==> src/hw/rtl/stl_pkg.sv <==
// stl_pkg: shared types and constants for the shell token lexer.
// Character codes, token class codes and the character flag struct.
// No dependencies.
package stl_pkg;

  localparam int unsigned OffsetBitsDef = 16;
  localparam int unsigned ByteW         = 8;
  localparam int unsigned ClassW        = 3;

  typedef enum logic [ClassW-1:0] {
    CLS_OTHER    = 3'd0,
    CLS_SPACE    = 3'd1,
    CLS_NEWLINE  = 3'd2,
    CLS_OPTION   = 3'd3,
    CLS_FILE     = 3'd4,
    CLS_WORD     = 3'd5,
    CLS_VARIABLE = 3'd6,
    CLS_IDLE     = 3'd7
  } class_e;

  localparam logic [ByteW-1:0] ChNul    = 8'h00;
  localparam logic [ByteW-1:0] ChTab    = 8'h09;
  localparam logic [ByteW-1:0] ChNl     = 8'h0A;
  localparam logic [ByteW-1:0] ChSpace  = 8'h20;
  localparam logic [ByteW-1:0] ChDollar = 8'h24;
  localparam logic [ByteW-1:0] ChDash   = 8'h2D;
  localparam logic [ByteW-1:0] ChDot    = 8'h2E;
  localparam logic [ByteW-1:0] ChSlash  = 8'h2F;
  localparam logic [ByteW-1:0] ChEq     = 8'h3D;
  localparam logic [ByteW-1:0] ChUpperA = 8'h41;
  localparam logic [ByteW-1:0] ChUnder  = 8'h5F;
  localparam logic [ByteW-1:0] ChLowerZ = 8'h7A;

  typedef struct packed {
    logic zero;
    logic space;
    logic newline;
    logic letter;
    logic word_start;
    logic word_char;
    logic option_char;
    logic file_char;
    logic dash;
    logic file_start;
    logic dollar;
  } char_flags_t;

endpackage

==> src/hw/rtl/stl_if.sv <==
// stl_if: valid/ready stream interfaces for the shell token lexer.
// stl_byte_if carries input bytes, stl_token_if carries labeled results.
// Depends on stl_pkg.
interface stl_byte_if;
  logic                      valid;
  logic                      ready;
  logic [stl_pkg::ByteW-1:0] in_byte;

  modport source (output valid, output in_byte, input ready);
  modport sink   (input valid, input in_byte, output ready);
endinterface

interface stl_token_if #(
  parameter int unsigned OFFSET_BITS = stl_pkg::OffsetBitsDef
);
  logic                       valid;
  logic                       ready;
  logic [stl_pkg::ClassW-1:0] token_class;
  logic                       token_start;
  logic [OFFSET_BITS-1:0]     token_offset;
  logic                       end_of_input;

  modport source (output valid, output token_class, output token_start,
                  output token_offset, output end_of_input, input ready);
  modport sink   (input valid, input token_class, input token_start,
                  input token_offset, input end_of_input, output ready);
endinterface

==> src/hw/rtl/stl_char_decode.sv <==
// stl_char_decode: sorts one byte into the lexer's character sets.
// Pure combinational decode. Depends on stl_pkg.
module stl_char_decode (
  input  logic [stl_pkg::ByteW-1:0] byte_i,
  output stl_pkg::char_flags_t      flags_o
);

  logic letter, word_start, word_char;

  always_comb begin
    letter     = (byte_i >= stl_pkg::ChUpperA) && (byte_i <= stl_pkg::ChLowerZ);
    word_start = letter || (byte_i == stl_pkg::ChUnder);
    word_char  = word_start || (byte_i == stl_pkg::ChDollar) || (byte_i == stl_pkg::ChDash);

    flags_o.zero        = (byte_i == stl_pkg::ChNul);
    flags_o.space       = (byte_i == stl_pkg::ChSpace) || (byte_i == stl_pkg::ChTab);
    flags_o.newline     = (byte_i == stl_pkg::ChNl);
    flags_o.letter      = letter;
    flags_o.word_start  = word_start;
    flags_o.word_char   = word_char;
    flags_o.option_char = word_char || (byte_i == stl_pkg::ChEq);
    flags_o.file_char   = word_char || (byte_i == stl_pkg::ChDot)
                          || (byte_i == stl_pkg::ChSlash);
    flags_o.dash        = (byte_i == stl_pkg::ChDash);
    flags_o.file_start  = (byte_i == stl_pkg::ChDot) || (byte_i == stl_pkg::ChSlash);
    flags_o.dollar      = (byte_i == stl_pkg::ChDollar);
  end

endmodule

==> src/hw/rtl/stl_lex_core.sv <==
// stl_lex_core: open-token class and position registers plus the per-byte
// continue/start decision. Depends on stl_pkg.
module stl_lex_core #(
  parameter int unsigned OFFSET_BITS = stl_pkg::OffsetBitsDef
) (
  input  logic                       clk_i,
  input  logic                       rst_ni,
  input  logic                       adv_i,
  input  stl_pkg::char_flags_t       flags_i,
  output logic [stl_pkg::ClassW-1:0] res_class_o,
  output logic                       res_start_o,
  output logic [OFFSET_BITS-1:0]     res_offset_o,
  output logic                       res_eoi_o
);

  stl_pkg::class_e        class_q, class_d, first_cls;
  logic [OFFSET_BITS-1:0] cnt_q, cnt_d;
  logic                   cont;

  always_comb begin
    case (class_q)
      stl_pkg::CLS_SPACE:    cont = flags_i.space;
      stl_pkg::CLS_OPTION:   cont = flags_i.option_char;
      stl_pkg::CLS_FILE:     cont = flags_i.file_char;
      stl_pkg::CLS_WORD:     cont = flags_i.word_char;
      stl_pkg::CLS_VARIABLE: cont = flags_i.letter;
      stl_pkg::CLS_OTHER:    cont = !flags_i.zero && !flags_i.space;
      default:               cont = 1'b0;  // idle, newline
    endcase
  end

  always_comb begin
    if (flags_i.space)           first_cls = stl_pkg::CLS_SPACE;
    else if (flags_i.newline)    first_cls = stl_pkg::CLS_NEWLINE;
    else if (flags_i.dash)       first_cls = stl_pkg::CLS_OPTION;
    else if (flags_i.file_start) first_cls = stl_pkg::CLS_FILE;
    else if (flags_i.dollar)     first_cls = stl_pkg::CLS_VARIABLE;
    else if (flags_i.word_start) first_cls = stl_pkg::CLS_WORD;
    else                         first_cls = stl_pkg::CLS_OTHER;
  end

  always_comb begin
    res_eoi_o   = 1'b0;
    res_start_o = 1'b0;
    if (flags_i.zero) begin
      class_d   = stl_pkg::CLS_IDLE;
      cnt_d     = '0;
      res_eoi_o = 1'b1;
    end else if (cont) begin
      class_d = class_q;
      cnt_d   = (cnt_q == {OFFSET_BITS{1'b1}}) ? cnt_q : cnt_q + 1'b1;
    end else begin
      class_d     = first_cls;
      cnt_d       = '0;
      res_start_o = 1'b1;
    end
    res_class_o  = flags_i.zero ? stl_pkg::CLS_OTHER : class_d;
    res_offset_o = cnt_d;
  end

  always_ff @(posedge clk_i or negedge rst_ni) begin
    if (!rst_ni) begin
      class_q <= stl_pkg::CLS_IDLE;
      cnt_q   <= '0;
    end else if (adv_i) begin
      class_q <= class_d;
      cnt_q   <= cnt_d;
    end
  end

  a_zero_goes_idle: assert property (@(posedge clk_i) disable iff (!rst_ni)
    adv_i && flags_i.zero |=> class_q == stl_pkg::CLS_IDLE && cnt_q == '0)
    else $error("zero byte did not return lexer to idle");

  a_start_clears_count: assert property (@(posedge clk_i) disable iff (!rst_ni)
    adv_i && res_start_o |=> cnt_q == '0)
    else $error("new token did not restart position");

  a_idle_count_zero: assert property (@(posedge clk_i) disable iff (!rst_ni)
    class_q == stl_pkg::CLS_IDLE |-> cnt_q == '0)
    else $error("position nonzero while idle");

  a_newline_one_byte: assert property (@(posedge clk_i) disable iff (!rst_ni)
    class_q == stl_pkg::CLS_NEWLINE |-> !cont && cnt_q == '0)
    else $error("newline token longer than one byte");

  a_continue_counts_up: assert property (@(posedge clk_i) disable iff (!rst_ni)
    adv_i && !flags_i.zero && !res_start_o |=> cnt_q != '0)
    else $error("continuation byte did not advance position");

endmodule

==> src/hw/rtl/shell_token_lexer.sv <==
// shell_token_lexer: top level. Input byte register, lexer core, result
// register. Depends on stl_pkg, stl_if, stl_char_decode, stl_lex_core.
//
//  channel | modport             | payload
//  in_i    | stl_byte_if.sink    | in_byte
//  out_o   | stl_token_if.source | token_class, token_start, token_offset,
//          |                     | end_of_input
//
// One byte per cycle while out_o is not stalled; a byte passes the input
// register, then the result register, before its result is valid.
// The class/position registers update as a byte moves into the result
// register, so the next byte sees them in the following cycle.
// Reset puts the lexer idle with position zero and empties both registers.
// A stalled result holds; the input register still takes a byte while empty.
module shell_token_lexer #(
  parameter int unsigned OFFSET_BITS = stl_pkg::OffsetBitsDef
) (
  input  logic                     clk_i,
  input  logic                     rst_ni,
  stl_byte_if.sink                 in_i,
  stl_token_if.source              out_o
);

  logic                       s1_vld_q;
  logic [stl_pkg::ByteW-1:0]  s1_byte_q;
  logic                       out_vld_q;
  logic [stl_pkg::ClassW-1:0] out_class_q;
  logic                       out_start_q;
  logic [OFFSET_BITS-1:0]     out_offset_q;
  logic                       out_eoi_q;

  logic                       out_free, adv;
  stl_pkg::char_flags_t       flags;
  logic [stl_pkg::ClassW-1:0] res_class;
  logic                       res_start;
  logic [OFFSET_BITS-1:0]     res_offset;
  logic                       res_eoi;

  assign out_free = !out_vld_q || out_o.ready;
  assign adv      = s1_vld_q && out_free;
  assign in_i.ready = !s1_vld_q || out_free;

  stl_char_decode u_decode (
    .byte_i  (s1_byte_q),
    .flags_o (flags)
  );

  stl_lex_core #(
    .OFFSET_BITS (OFFSET_BITS)
  ) u_core (
    .clk_i        (clk_i),
    .rst_ni       (rst_ni),
    .adv_i        (adv),
    .flags_i      (flags),
    .res_class_o  (res_class),
    .res_start_o  (res_start),
    .res_offset_o (res_offset),
    .res_eoi_o    (res_eoi)
  );

  always_ff @(posedge clk_i or negedge rst_ni) begin
    if (!rst_ni) begin
      s1_vld_q  <= 1'b0;
      out_vld_q <= 1'b0;
    end else begin
      if (in_i.ready) s1_vld_q <= in_i.valid;
      if (out_free) out_vld_q <= s1_vld_q;
    end
  end

  always_ff @(posedge clk_i) begin
    if (in_i.valid && in_i.ready) s1_byte_q <= in_i.in_byte;
    if (adv) begin
      out_class_q  <= res_class;
      out_start_q  <= res_start;
      out_offset_q <= res_offset;
      out_eoi_q    <= res_eoi;
    end
  end

  assign out_o.valid        = out_vld_q;
  assign out_o.token_class  = out_class_q;
  assign out_o.token_start  = out_start_q;
  assign out_o.token_offset = out_offset_q;
  assign out_o.end_of_input = out_eoi_q;

endmodule

==> src/flat_wrapper.sv <==
// flat-port wrapper written by rule: the top's interface ports become plain ports
module shell_token_lexer_flat 
#(
  parameter int unsigned OFFSET_BITS = stl_pkg::OffsetBitsDef
)
  (clk_i, rst_ni, in_i_valid, in_i_in_byte, in_i_ready, out_o_valid, out_o_token_class, out_o_token_start, out_o_token_offset, out_o_end_of_input, out_o_ready);
  stl_byte_if in_i_i ();
  stl_token_if #(.OFFSET_BITS(OFFSET_BITS)) out_o_i ();
  input  logic clk_i;
  input  logic rst_ni;
  input wire logic [$bits(in_i_i.valid)-1:0] in_i_valid;
  input wire logic [$bits(in_i_i.in_byte)-1:0] in_i_in_byte;
  output wire logic [$bits(in_i_i.ready)-1:0] in_i_ready;
  output wire logic [$bits(out_o_i.valid)-1:0] out_o_valid;
  output wire logic [$bits(out_o_i.token_class)-1:0] out_o_token_class;
  output wire logic [$bits(out_o_i.token_start)-1:0] out_o_token_start;
  output wire logic [$bits(out_o_i.token_offset)-1:0] out_o_token_offset;
  output wire logic [$bits(out_o_i.end_of_input)-1:0] out_o_end_of_input;
  input wire logic [$bits(out_o_i.ready)-1:0] out_o_ready;
  assign in_i_i.valid = in_i_valid;
  assign in_i_i.in_byte = in_i_in_byte;
  assign in_i_ready = in_i_i.ready;
  assign out_o_valid = out_o_i.valid;
  assign out_o_token_class = out_o_i.token_class;
  assign out_o_token_start = out_o_i.token_start;
  assign out_o_token_offset = out_o_i.token_offset;
  assign out_o_end_of_input = out_o_i.end_of_input;
  assign out_o_i.ready = out_o_ready;
  shell_token_lexer #(.OFFSET_BITS(OFFSET_BITS)) u_core (.clk_i(clk_i), .rst_ni(rst_ni), .in_i(in_i_i), .out_o(out_o_i));
endmodule
==> config.mk <==
export PLATFORM = sky130hd
export DESIGN_NAME = shell_token_lexer_flat
export DESIGN_NICKNAME = d
export VERILOG_FILES = /design/src/hw/rtl/stl_pkg.sv /design/src/hw/rtl/stl_if.sv /design/src/hw/rtl/stl_char_decode.sv /design/src/hw/rtl/stl_lex_core.sv /design/src/hw/rtl/shell_token_lexer.sv /design/src/flat_wrapper.sv
export SDC_FILE = /design/constraint.sdc
export NUM_CORES = 1
export LEC_CHECK = 0
export BUFFER_PORTS_ARGS = -buffer_cell sky130_fd_sc_hd__buf_2
export CAP_MARGIN = 20
export CORE_ASPECT_RATIO = 0.7
export CORE_MARGIN = 8
export CORE_UTILIZATION = 25
export DETAILED_ROUTE_END_ITERATION = 7
export GPL_TIMING_DRIVEN = 0
export PLACE_DENSITY_LB_ADDON = 0.2
export SLEW_MARGIN = 20
export SYNTH_ARGS = -nofsm -noshare
export SYNTH_HDL_FRONTEND = slang
export SYNTH_SLANG_ARGS = --single-unit
==> constraint.sdc <==
create_clock -name clk_i -period 2.7 [get_ports clk_i]
set_input_delay 0.27 -clock clk_i [delete_from_list [all_inputs] [get_ports clk_i]]
set_output_delay 0.27 -clock clk_i [all_outputs]
set_load 0.005 [all_outputs]
==> results.sh, run 1 <==
export IMPL_syn_to_final_growth_pct=19.5
export IMPL_clk_latency_ns=0.29
export IMPL_synth_top_family_by_area="simple AND/OR/NAND/NOR gates"
export IMPL_yosys_area_top_type="edfxtp_1"
export IMPL_cp_max_fo=10
export IMPL_viasPerCell=4.95
export IMPL_hold_class="in -> reg"
export IMPL_p_leak_nw=1.15
export IMPL_p_per_area_nw_per_um2=743
export IMPL_ant_nets=0
export IMPL_synth_area_um2=2690
export IMPL_num_vias=2236
export IMPL_critPathKind="reg -> reg"
export IMPL_synth_xor_area_frac=0.0163
export IMPL_layout_drive_gt1_share=0.216
export IMPL_worstPathRequired_ns=2.75
export IMPL_synth_edf_count=29
export IMPL_hpwlAfterDp_mm=5.04
export IMPL_yosys_top_cells_count="29 x edfxtp_1, 27 x nand2_1, 27 x nor2_1"
export IMPL_grt_antenna_before_repair=0
export IMPL_synth_compound_area_frac=0.151
export IMPL_overflow=0
export IMPL_die_h_um=103
export IMPL_avgSynthCellArea_um2=9.73
export IMPL_coreArea_um2=10400
export IMPL_synthMuxAreaShare=0.0126
export IMPL_clock_skew_ns=0.00457
export IMPL_cts_buffers=5
export IMPL_end_kind="register"
export IMPL_timing_fmax_mhz=384
export IMPL_hold_viol=0
export IMPL_crit_arrival_ns=2.65
export IMPL_synth_top_area_share=0.324
export IMPL_synthArstFlopShare=0.420
export IMPL_synthFlopType="edfxtp_1"
export IMPL_numClockSinks=50
export IMPL_wire_per_inst_um=15.6
export IMPL_status="finished clean"
export IMPL_rsz0062_at_grt="true"
export IMPL_yosys_warnings=0
export IMPL_yosysMostFrequentCell="edfxtp_1"
export IMPL_clk_pin_slew_worst_paths_ns=0.06
export IMPL_start_util=0.258
export IMPL_fin_crit_sh=0.965
export IMPL_grt_max_degree=22
export IMPL_setup_viol=0
export IMPL_dr_pass1_iters=4
export IMPL_cts_root_buf="clkbuf_16"
export IMPL_drc=0
export IMPL_place_congestion=0.802
export IMPL_whs_ns=0.148
export IMPL_port_buffers=34
export IMPL_worst_pin_slew_ns=0.659
export IMPL_routed_wl_mm=7.07
export IMPL_gr_usage_all_layers=0.103
export IMPL_maxCapViolations=0
export IMPL_synthesis_nets=289
export IMPL_synth_fa_ha_area_frac=0.00466
export IMPL_maxSlewHeadroom=0.558
export IMPL_seq_area_frac_synth=0.521
export IMPL_std_cell_rows=31
export IMPL_yosys_area_share_simple=0.253
export IMPL_ir_worst_vdd_mv=0.267
export IMPL_cts_path_max_buffers=2
export IMPL_synthTopCellsByArea="edfxtp_1 32%, dfrtp_1 17%, nand2_1 3.8%, nor2_1 3.8%, a21oi_1 3.7%"
export IMPL_cts_tree="yes"
export IMPL_yosys_register_bits=50
export IMPL_grt_pass1_wl_mm=11.6
export IMPL_synthCells=276
export IMPL_nets=332
export IMPL_grt_pass1_vias=2148
export IMPL_diodes=0
export IMPL_htree_levels=2
export IMPL_tns_ns=0
export IMPL_fp_dieW_um=140
export IMPL_die_area_um2=14400
export IMPL_synth_cell_types=54
export IMPL_ioPinCount=35
export IMPL_cp_start_kind="register"
export IMPL_drtIter0Drc=166
export IMPL_slew_viol_final=0
export IMPL_fin_crit_ns=2.61
==> per-layer routing <==
layer | vias up | GRT usage | wire [µm]
li1 | 1111 | - | -
met1 | 1056 | 0.148 | 3880
met2 | 59 | 0.143 | 2730
met3 | 10 | 0.0333 | 341
met4 | 0 | 0.0324 | 112
met5 | - | 0 | 0
==> metrics by stage <==
| step | total power, W | util | setup slack, ns | cell area, µm² | cells |
|---|---|---|---|---|---|
| 2_1_floorplan | 0.00151 | - | 0.408 | 2690 | 276 |
| 3_3_place_gp | 0.00175 | 0.291 | -0.0455 | 3020 | 442 |
| 3_5_place_dp | 0.00177 | 0.293 | 0.0233 | 3050 | 443 |
| 4_1_cts | 0.00241 | 0.308 | 0.0954 | 3200 | 452 |
| 5_1_grt | 0.00253 | 0.309 | -0.0971 | 3210 | 452 |
| 6_report | 0.00239 | 0.309 | 0.0934 | 3210 | 452 |
==> critical path, cell delays in order, from the launching register on <==
cell and delay, ns:
edfxtp_1 0.38, buf_6 0.15, or3_4 0.40, nor4_2 0.19
nor4b_2 0.11, a32o_1 0.28, nor2_1 0.18, buf_2 0.30
mux2_2 0.37
==> final timing paths <==
| kind | depth (start not counted) | end | from | slack [ns] |
|---|---|---|---|---|
| min reg2reg | 1 | u_core.out_o.valid$_DFFE_PN0P_ | u_core.s1_vld_q$_DFFE_PN0N_ | 0.51 |
| min | 1 | u_core.s1_byte_q[5]$_DFFE_PP_ | in_i_in_byte[5] | 0.15 |
| max | 8 | u_core.out_o.token_class[1]$_SDFFCE_PP0P_ | u_core.s1_byte_q[0]$_DFFE_PP_ | 0.09 |
| max reg2reg | 8 | u_core.out_o.token_class[1]$_SDFFCE_PP0P_ | u_core.s1_byte_q[0]$_DFFE_PP_ | 0.09 |
| max in group asynchronous | 2 | u_core.u_core.class_q[1]$_DFFE_PN1P_ | rst_ni | 1.84 |
| min in group asynchronous | 2 | u_core.u_core.cnt_q[10]$_DFFE_PN0P_ | rst_ni | 0.49 |
==> cell families (layout without fill, tap and decap cells) <==
group / Yosys count / after routing
AO/OA/AOI/OAI: 62 / 62
XOR/XNOR: 5 / 5
flip-flops: 50 / 50
multiplexers: 3 / 3
AND/OR/NAND/NOR: 130 / 130
buffers and inverters: 25 / 69
adder cells (fa/ha/maj): 1 / 1
==> registers in the layout, indices dropped and copies added, names as in the netlist <==
register                   count
u_core.out_o.token_offset     16
u_core.u_core.cnt_q           16
u_core.s1_vld_q                1
u_core.out_o.token_start       1
u_core.out_o.valid             1
u_core.out_o.end_of_input      1
u_core.out_o.token_class       3
u_core.u_core.class_q          3
u_core.s1_byte_q               8
==> power by group <==
| part | total (W) | switching [W] | leakage (nW) | internal, W |
|---|---|---|---|---|
| sequential | 0.00107 | 0.000103 | 0.559 | 0.000962 |
| combinational | 0.000696 | 0.000430 | 0.530 | 0.000266 |
| clock | 0.000624 | 0.000279 | 0.0652 | 0.000346 |
==> placed cells by master, fill, tap and decap left out, types with 3 or more instances in the layout <==
master      n
buf_2      41
edfxtp_1   29
nor2_1     27
nand2_1    27
a21oi_1    20
nor3_1     18
dfrtp_1    18
nand3_1    13
clkbuf_1    9
o21ai_0     9
inv_1       7
or2_2       6
xnor2_1     5
o22ai_1     5
clkbuf_16   5
nand4_1     4
or3_1       4
nand3b_1    4
nor4_1      4
nand2b_1    4
o31ai_1     4
mux2_2      3
a211oi_1    3
and3_1      3
or4_1       3
o21a_1      3
o211ai_1    3
dfstp_2     3
==> what timing repair did <==
action | CTS | global route
gates resized for setup | 1 | 3
setup buffers | 0 | 0
setup endpoints to repair | 1 | 21
hold buffers | 1 | 0
hold endpoints to repair | 18 | 0
==> final cells by class <==
class                      instances  area [µm²]
timing repair buffer              36         208
tap                              132         165
multi-input combinational        201        1190
inverter                           8        30.0
buffer                            17        82.6
clock buffer                       8         136
sequential                        50        1400
fill                            1122        7180
(Power assumes the default switching activity.)
==> inputs of run 2 (changes only) <==
--- a/config.mk
+++ b/config.mk
@@ -5,6 +5,7 @@
 export SDC_FILE = /design/constraint.sdc
 export NUM_CORES = 1
 export LEC_CHECK = 0
+export ABC_AREA = 1
 export BUFFER_PORTS_ARGS = -buffer_cell sky130_fd_sc_hd__buf_2
 export CAP_MARGIN = 20
 export CORE_ASPECT_RATIO = 0.7
==> results.sh, run 2 <==
export IMPL_coreArea_um2=10400
export IMPL_final_area_um2=3170
export IMPL_yosys_top_cells_count="82 x nand2_1, 38 x inv_1, 29 x edfxtp_1"
export IMPL_diodes=0
export IMPL_p_sw_frac=0.323
export IMPL_grt_antenna_before_repair=0
export IMPL_nets=371
export IMPL_dp_cells=482
export IMPL_p_sw_w=0.000727
export IMPL_port_buffers=34
export IMPL_ioPinCount=35
export IMPL_viasPerCell=4.35
export IMPL_dr_pass1_iters=4
export IMPL_syn_to_final_growth_pct=19.2
export IMPL_slew_viol_final=0
export IMPL_synth_edf_count=29
export IMPL_grt_max_degree=22
export IMPL_drtIter0Drc=138
export IMPL_cp_max_fo=6
export IMPL_end_kind="register"
export IMPL_yosys_warnings=0
export IMPL_synth_top_area_share=0.328
export IMPL_ff_latch_area_um2=1400
export IMPL_fin_crit_sh=0.823
export IMPL_yosysMostFrequentCell="nand2_1"
export IMPL_synth_area_um2=2660
export IMPL_synthFlopType="edfxtp_1"
export IMPL_cp_common_cell="nand2_1"
export IMPL_final_core_util=0.306
export IMPL_die_area_um2=14200
export IMPL_combPwrFrac=0.270
export IMPL_status="finished clean"
export IMPL_clk_pin_slew_worst_paths_ns=0.07
export IMPL_cts_root_buf="clkbuf_16"
export IMPL_synthTopCellsByArea="edfxtp_1 33%, dfrtp_1 17%, nand2_1 12%, inv_1 5.4%, nand3_1 5.1%"
export IMPL_p_clk_frac=0.273
export IMPL_seqPwrFrac=0.457
export IMPL_crit_arrival_ns=2.26
export IMPL_r2r_cells=12
export IMPL_num_vias=2138
export IMPL_rsz0062_at_grt="false"
export IMPL_cts_path_max_buffers=2
export IMPL_avgSynthCellArea_um2=8.43
export IMPL_maxSlewHeadroom=0.639
export IMPL_start_util=0.256
export IMPL_critPathSlowestCell="dfrtp_1"
export IMPL_placed_area_um2=3020
export IMPL_synthArstFlopShare=0.420
export IMPL_die_h_um=102
export IMPL_grt_pass1_vias=2121
export IMPL_std_cell_rows=31
export IMPL_p_int_w=0.00152
export IMPL_multiInputGateArea_um2=1040
export IMPL_htree_levels=2
export IMPL_cts_tree="yes"
export IMPL_p_leak_nw=1.41
export IMPL_min_to="u_core.s1_byte_q[3]$_DFFE_PP_"
export IMPL_synthesis_nets=328
export IMPL_yosys_register_bits=50
export IMPL_hold_class="in -> reg"
export IMPL_cts_resized=0
export IMPL_path_buf_inv=1
export IMPL_ant_nets=0
export IMPL_layout_commonest_cell="nand2_1"
export IMPL_critPathKind="reg -> reg"
export IMPL_seq_area_frac_synth=0.527
export IMPL_cts_setup_buffers=0
export IMPL_cts_buffers=5
export IMPL_ff2ff_setup_slack_ns=0.48
export IMPL_tns_ns=0
export IMPL_wire_per_inst_um=12.9
export IMPL_place_congestion=0.837
export IMPL_final_cell_mix="82 x nand2_1, 38 x inv_1, 34 x buf_2, 29 x edfxtp_1"
export IMPL_drc=0
export IMPL_path_cells="ha_1, nand2_1, nor2_1, nand4_1, nor2_1, nand2_1, nand3_1, nor2_1, nand2_1, nand2_1, nand3_1, inv_1"
export IMPL_cp_top_family="simple AND/OR/NAND/NOR gates"
export IMPL_fp_dieW_um=139
export IMPL_yosys_area_top_type="edfxtp_1"
export IMPL_reg2reg_from="u_core.u_core.cnt_q[0]$_DFFE_PN0P_"
export IMPL_p_per_area_nw_per_um2=710
export IMPL_hpwlAfterDp_mm=4.83
export IMPL_layout_drive_gt1_share=0.203
export IMPL_gr_usage_all_layers=0.0947
export IMPL_stdcell_count=491
export IMPL_crit_reg2reg_capture="u_core.out_o.token_offset[6]$_DFFE_PP_"
export IMPL_hold_path_depth=1
export IMPL_setup_viol=0
export IMPL_overflow=0
export IMPL_clk_latency_ns=0.29
export IMPL_worst_pin_slew_ns=0.542
export IMPL_numClockSinks=50
export IMPL_fin_crit_ns=2.22
export IMPL_ir_worst_vdd_mv=0.231
export IMPL_min_delay_start="in_i_in_byte[3]"
export IMPL_n_fill_cell=1110
export IMPL_timing_fmax_mhz=450
export IMPL_worstPathRequired_ns=2.74
export IMPL_slowest_delay_ns=0.40
export IMPL_grt_pass1_wl_mm=10.7
export IMPL_crit_start="u_core.u_core.cnt_q[0]$_DFFE_PN0P_"
export IMPL_hold_viol=0
export IMPL_synth_cell_types=29
export IMPL_cp_start_kind="register"
export IMPL_maxCapViolations=0
export IMPL_routed_wl_mm=6.33
export IMPL_synthCells=315
export IMPL_clock_skew_ns=0.00726
## run 2: metrics by stage
stage	setup WS (ns)	hold WS (ns)	total power [W]
after floorplan	0.802	-0.0256	0.00144
after global placement	0.112	0.282	0.00164
after detailed placement	0.544	0.292	0.00166
after CTS	0.520	0.150	0.00228
after global routing	0.286	0.149	0.00240
final	0.478	0.157	0.00225
## run 2: power by group through the flow
stage                     sequential, W  combinational, W  clock (W)
after CTS                       0.00103          0.000627   0.000630
after detailed placement        0.00104          0.000623          0
after global routing            0.00104          0.000702   0.000658
after global placement          0.00104          0.000602          0
final                           0.00103          0.000608   0.000614
after floorplan                 0.00104          0.000404          0
## run 2: layout make-up
type	count	area share
Multi-Input combinational cell	212	0.330
Inverter	47	0.0557
Buffer	6	0.0111
Sequential cell	50	0.442
Clock buffer	8	0.0431
Tap cell	132	0.0522
Timing Repair Buffer	36	0.0656
## run 2: repair_timing
item | CTS | global route
hold buffers | 1 | 0
hold endpoints to repair | 18 | 0
endpoints found under the setup margin | 0 | 0
## run 2: worst max path at each step
stage / endpoint / slack [ns] / depth (start not counted)
after floorplan: u_core.out_o.end_of_input$_DFFE_PP_ / 0.80 / 4
after global placement: u_core.out_o.token_offset[14]$_DFFE_PP_ / 0.11 / 4
after detailed placement: u_core.out_o.token_offset[6]$_DFFE_PP_ / 0.54 / 12
after CTS: u_core.out_o.token_offset[6]$_DFFE_PP_ / 0.52 / 12
after global routing: u_core.out_o.token_offset[6]$_DFFE_PP_ / 0.29 / 12
final: u_core.out_o.token_offset[6]$_DFFE_PP_ / 0.48 / 12
## run 2: routing by layer
metal / track usage / wire (µm)
met3: 0.0252 / 334
met5: 0 / 0
met4: 0.0353 / 67
met2: 0.129 / 2460
met1: 0.139 / 3470
## run 2: logic make-up (layout without fill, tap and decap cells)
kind of cell,after synthesis,after routing,synth area share
AO/OA/AOI/OAI,27,27,0.0533
XOR/XNOR,7,7,0.0231
adder cells (fa/ha/maj),1,1,0.00471
buffers and inverters,53,97,0.0792
flip-flops,50,50,0.527
AND/OR/NAND/NOR,177,177,0.312
## run 2: worst register-to-register path, delay by kind of cell (launching register included)
family / cells / cell delay, ns
AND/OR/NAND/NOR: 10 / 1.29
flip-flops: 1 / 0.40
adder cells (fa/ha/maj): 1 / 0.23
buffers and inverters: 1 / 0.06
==> inputs of run 3 (changes only) <==
==> constraint.sdc (replaced) <==
create_clock -name clk_i -period 2.3 [get_ports clk_i]
set_input_delay 0.23 -clock clk_i [delete_from_list [all_inputs] [get_ports clk_i]]
set_output_delay 0.23 -clock clk_i [all_outputs]
set_load 0.005 [all_outputs]
==> results.sh, run 3 (synthesis gave the netlist of run 2 again) <==
export IMPL_grt_max_degree=22
export IMPL_viasPerCell=4.32
export IMPL_ir_worst_vdd_mv=0.293
export IMPL_critical_path_depth=12
export IMPL_fp_dieW_um=139
export IMPL_timing_fmax_mhz=471
export IMPL_drc=0
export IMPL_cts_path_max_buffers=2
export IMPL_nets=371
export IMPL_worst_pin_slew_ns=0.550
export IMPL_std_cell_rows=31
export IMPL_gr_usage_all_layers=0.0947
export IMPL_cp_top_family="simple AND/OR/NAND/NOR gates"
export IMPL_cp_start_kind="register"
export IMPL_layout_drive_gt1_share=0.209
export IMPL_p_leak_nw=1.41
export IMPL_worst_slack_ns=0.175
export IMPL_num_vias=2122
export IMPL_hold_class="in -> reg"
export IMPL_start_util=0.256
export IMPL_critPathKind="reg -> reg"
export IMPL_cp_common_cell="nand2_1"
export IMPL_ff2ff_setup_slack_ns=0.17
export IMPL_critPathSlowestCell="dfrtp_1"
export IMPL_hold_path_depth=1
export IMPL_routed_wl_mm=6.35
export IMPL_grt_antenna_before_repair=0
export IMPL_wire_per_inst_um=12.9
export IMPL_die_h_um=102
export IMPL_fin_crit_ns=2.13
export IMPL_final_cell_mix="81 x nand2_1, 38 x inv_1, 34 x buf_2, 29 x edfxtp_1, 27 x nand3_1"
export IMPL_ant_nets=0
export IMPL_min_delay_start="in_i_in_byte[3]"
export IMPL_rsz0062_at_grt="false"
export IMPL_place_congestion=0.837
export IMPL_coreArea_um2=10400
export IMPL_grt_pass1_vias=2121
export IMPL_die_area_um2=14200
export IMPL_cts_root_buf="clkbuf_16"
export IMPL_hold_viol=0
export IMPL_numClockSinks=50
export IMPL_dr_pass1_iters=4
export IMPL_crit_arrival_ns=2.17
export IMPL_status="finished clean"
export IMPL_clk_latency_ns=0.29
export IMPL_endpoint="u_core.out_o.token_offset[6]$_DFFE_PP_"
export IMPL_clk_pin_slew_worst_paths_ns=0.07
export IMPL_setup_viol=0
export IMPL_layout_commonest_cell="nand2_1"
export IMPL_slowest_delay_ns=0.40
export IMPL_crit_start="u_core.u_core.cnt_q[0]$_DFFE_PN0P_"
export IMPL_hpwlAfterDp_mm=4.83
export IMPL_pre_cts_ws_ns=0.144
export IMPL_final_core_util=0.307
export IMPL_fin_crit_sh=0.924
export IMPL_maxSlewHeadroom=0.633
export IMPL_syn_to_final_growth_pct=19.7
export IMPL_cts_buffers=5
export IMPL_htree_levels=2
export IMPL_path_buf_inv=1
export IMPL_cts_tree="yes"
export IMPL_end_kind="register"
export IMPL_cts_setup_buffers=0
export IMPL_cp_max_fo=6
export IMPL_maxCapViolations=0
export IMPL_port_buffers=34
export IMPL_slew_viol_final=0
export IMPL_p_per_area_nw_per_um2=839
export IMPL_ioPinCount=35
export IMPL_crit_reg2reg_capture="u_core.out_o.token_offset[6]$_DFFE_PP_"
export IMPL_diodes=0
export IMPL_overflow=0
export IMPL_grt_pass1_wl_mm=10.7
export IMPL_worstPathRequired_ns=2.34
export IMPL_path_cells="ha_1, nand2_1, nor2_1, nand4_1, nor2_2, nand2_2, nand3_1, nor2_1, nand2_1, nand2_1, nand3_1, inv_1"
export IMPL_drtIter0Drc=116
export IMPL_r2r_cells=12
export IMPL_reg2reg_from="u_core.u_core.cnt_q[0]$_DFFE_PN0P_"
export IMPL_clock_skew_ns=0.00586
run 3: worst min path at each step:
stage | slack (ns) | end
5_1_grt | 0.11 | u_core.s1_byte_q[3]$_DFFE_PP_
3_5_place_dp | 0.25 | u_core.u_core.cnt_q[15]$_DFFE_PN0P_
3_3_place_gp | 0.24 | u_core.u_core.cnt_q[14]$_DFFE_PN0P_
4_1_cts | 0.11 | u_core.s1_byte_q[3]$_DFFE_PP_
2_1_floorplan | -0.07 | u_core.out_o.valid$_DFFE_PN0P_
6_report | 0.12 | u_core.s1_byte_q[3]$_DFFE_PP_
run 3: what timing repair did:
action	4_1_cts	5_1_grt
gates resized for setup	0	4
endpoints found under the hold margin	18	0
hold buffers	1	0
setup endpoints to repair	0	10
run 3: metrics by stage:
stage	area, µm²	power (W)	std cells	setup TNS (ns)	hold WS, ns
after floorplan	2660	0.00169	315	0	-0.0656
after global placement	2990	0.00193	481	-7.59	0.242
after detailed placement	3020	0.00195	482	0	0.252
after CTS	3170	0.00268	491	0	0.110
after global routing	3180	0.00284	491	0	0.109
final	3180	0.00267	491	0	0.116
run 3: cell type report:
cell class                      instances  area, µm²
Fill cell                            1105       7180
Sequential cell                        50       1400
Multi-Input combinational cell        212       1050
Timing Repair Buffer                   36        208
Inverter                               47        176
Tap cell                              132        165
Clock buffer                            8        136
Buffer                                  6       43.8
run 3: report_power, final:
part	switching [W]	total (W)	internal, W
registers	0.0000850	0.00121	0.00112
clock network	0.000314	0.000720	0.000406
logic	0.000461	0.000743	0.000282
total	0.000860	0.00267	0.00181
run 3: layer usage:
metal	track usage	share of wire
met5	0	0
met2	0.129	0.39
met1	0.139	0.56
met4	0.0353	0.010
met3	0.0252	0.047
run 3: worst register-to-register path: stages (launching register included):
cell     delay, ns
dfrtp_1       0.40
ha_1          0.23
nand2_1       0.09
nor2_1        0.16
nand4_1       0.18
nor2_2        0.19
nand2_2       0.14
nand3_1       0.14
nor2_1        0.07
nand2_1       0.06
nand2_1       0.05
nand3_1       0.11
inv_1         0.06
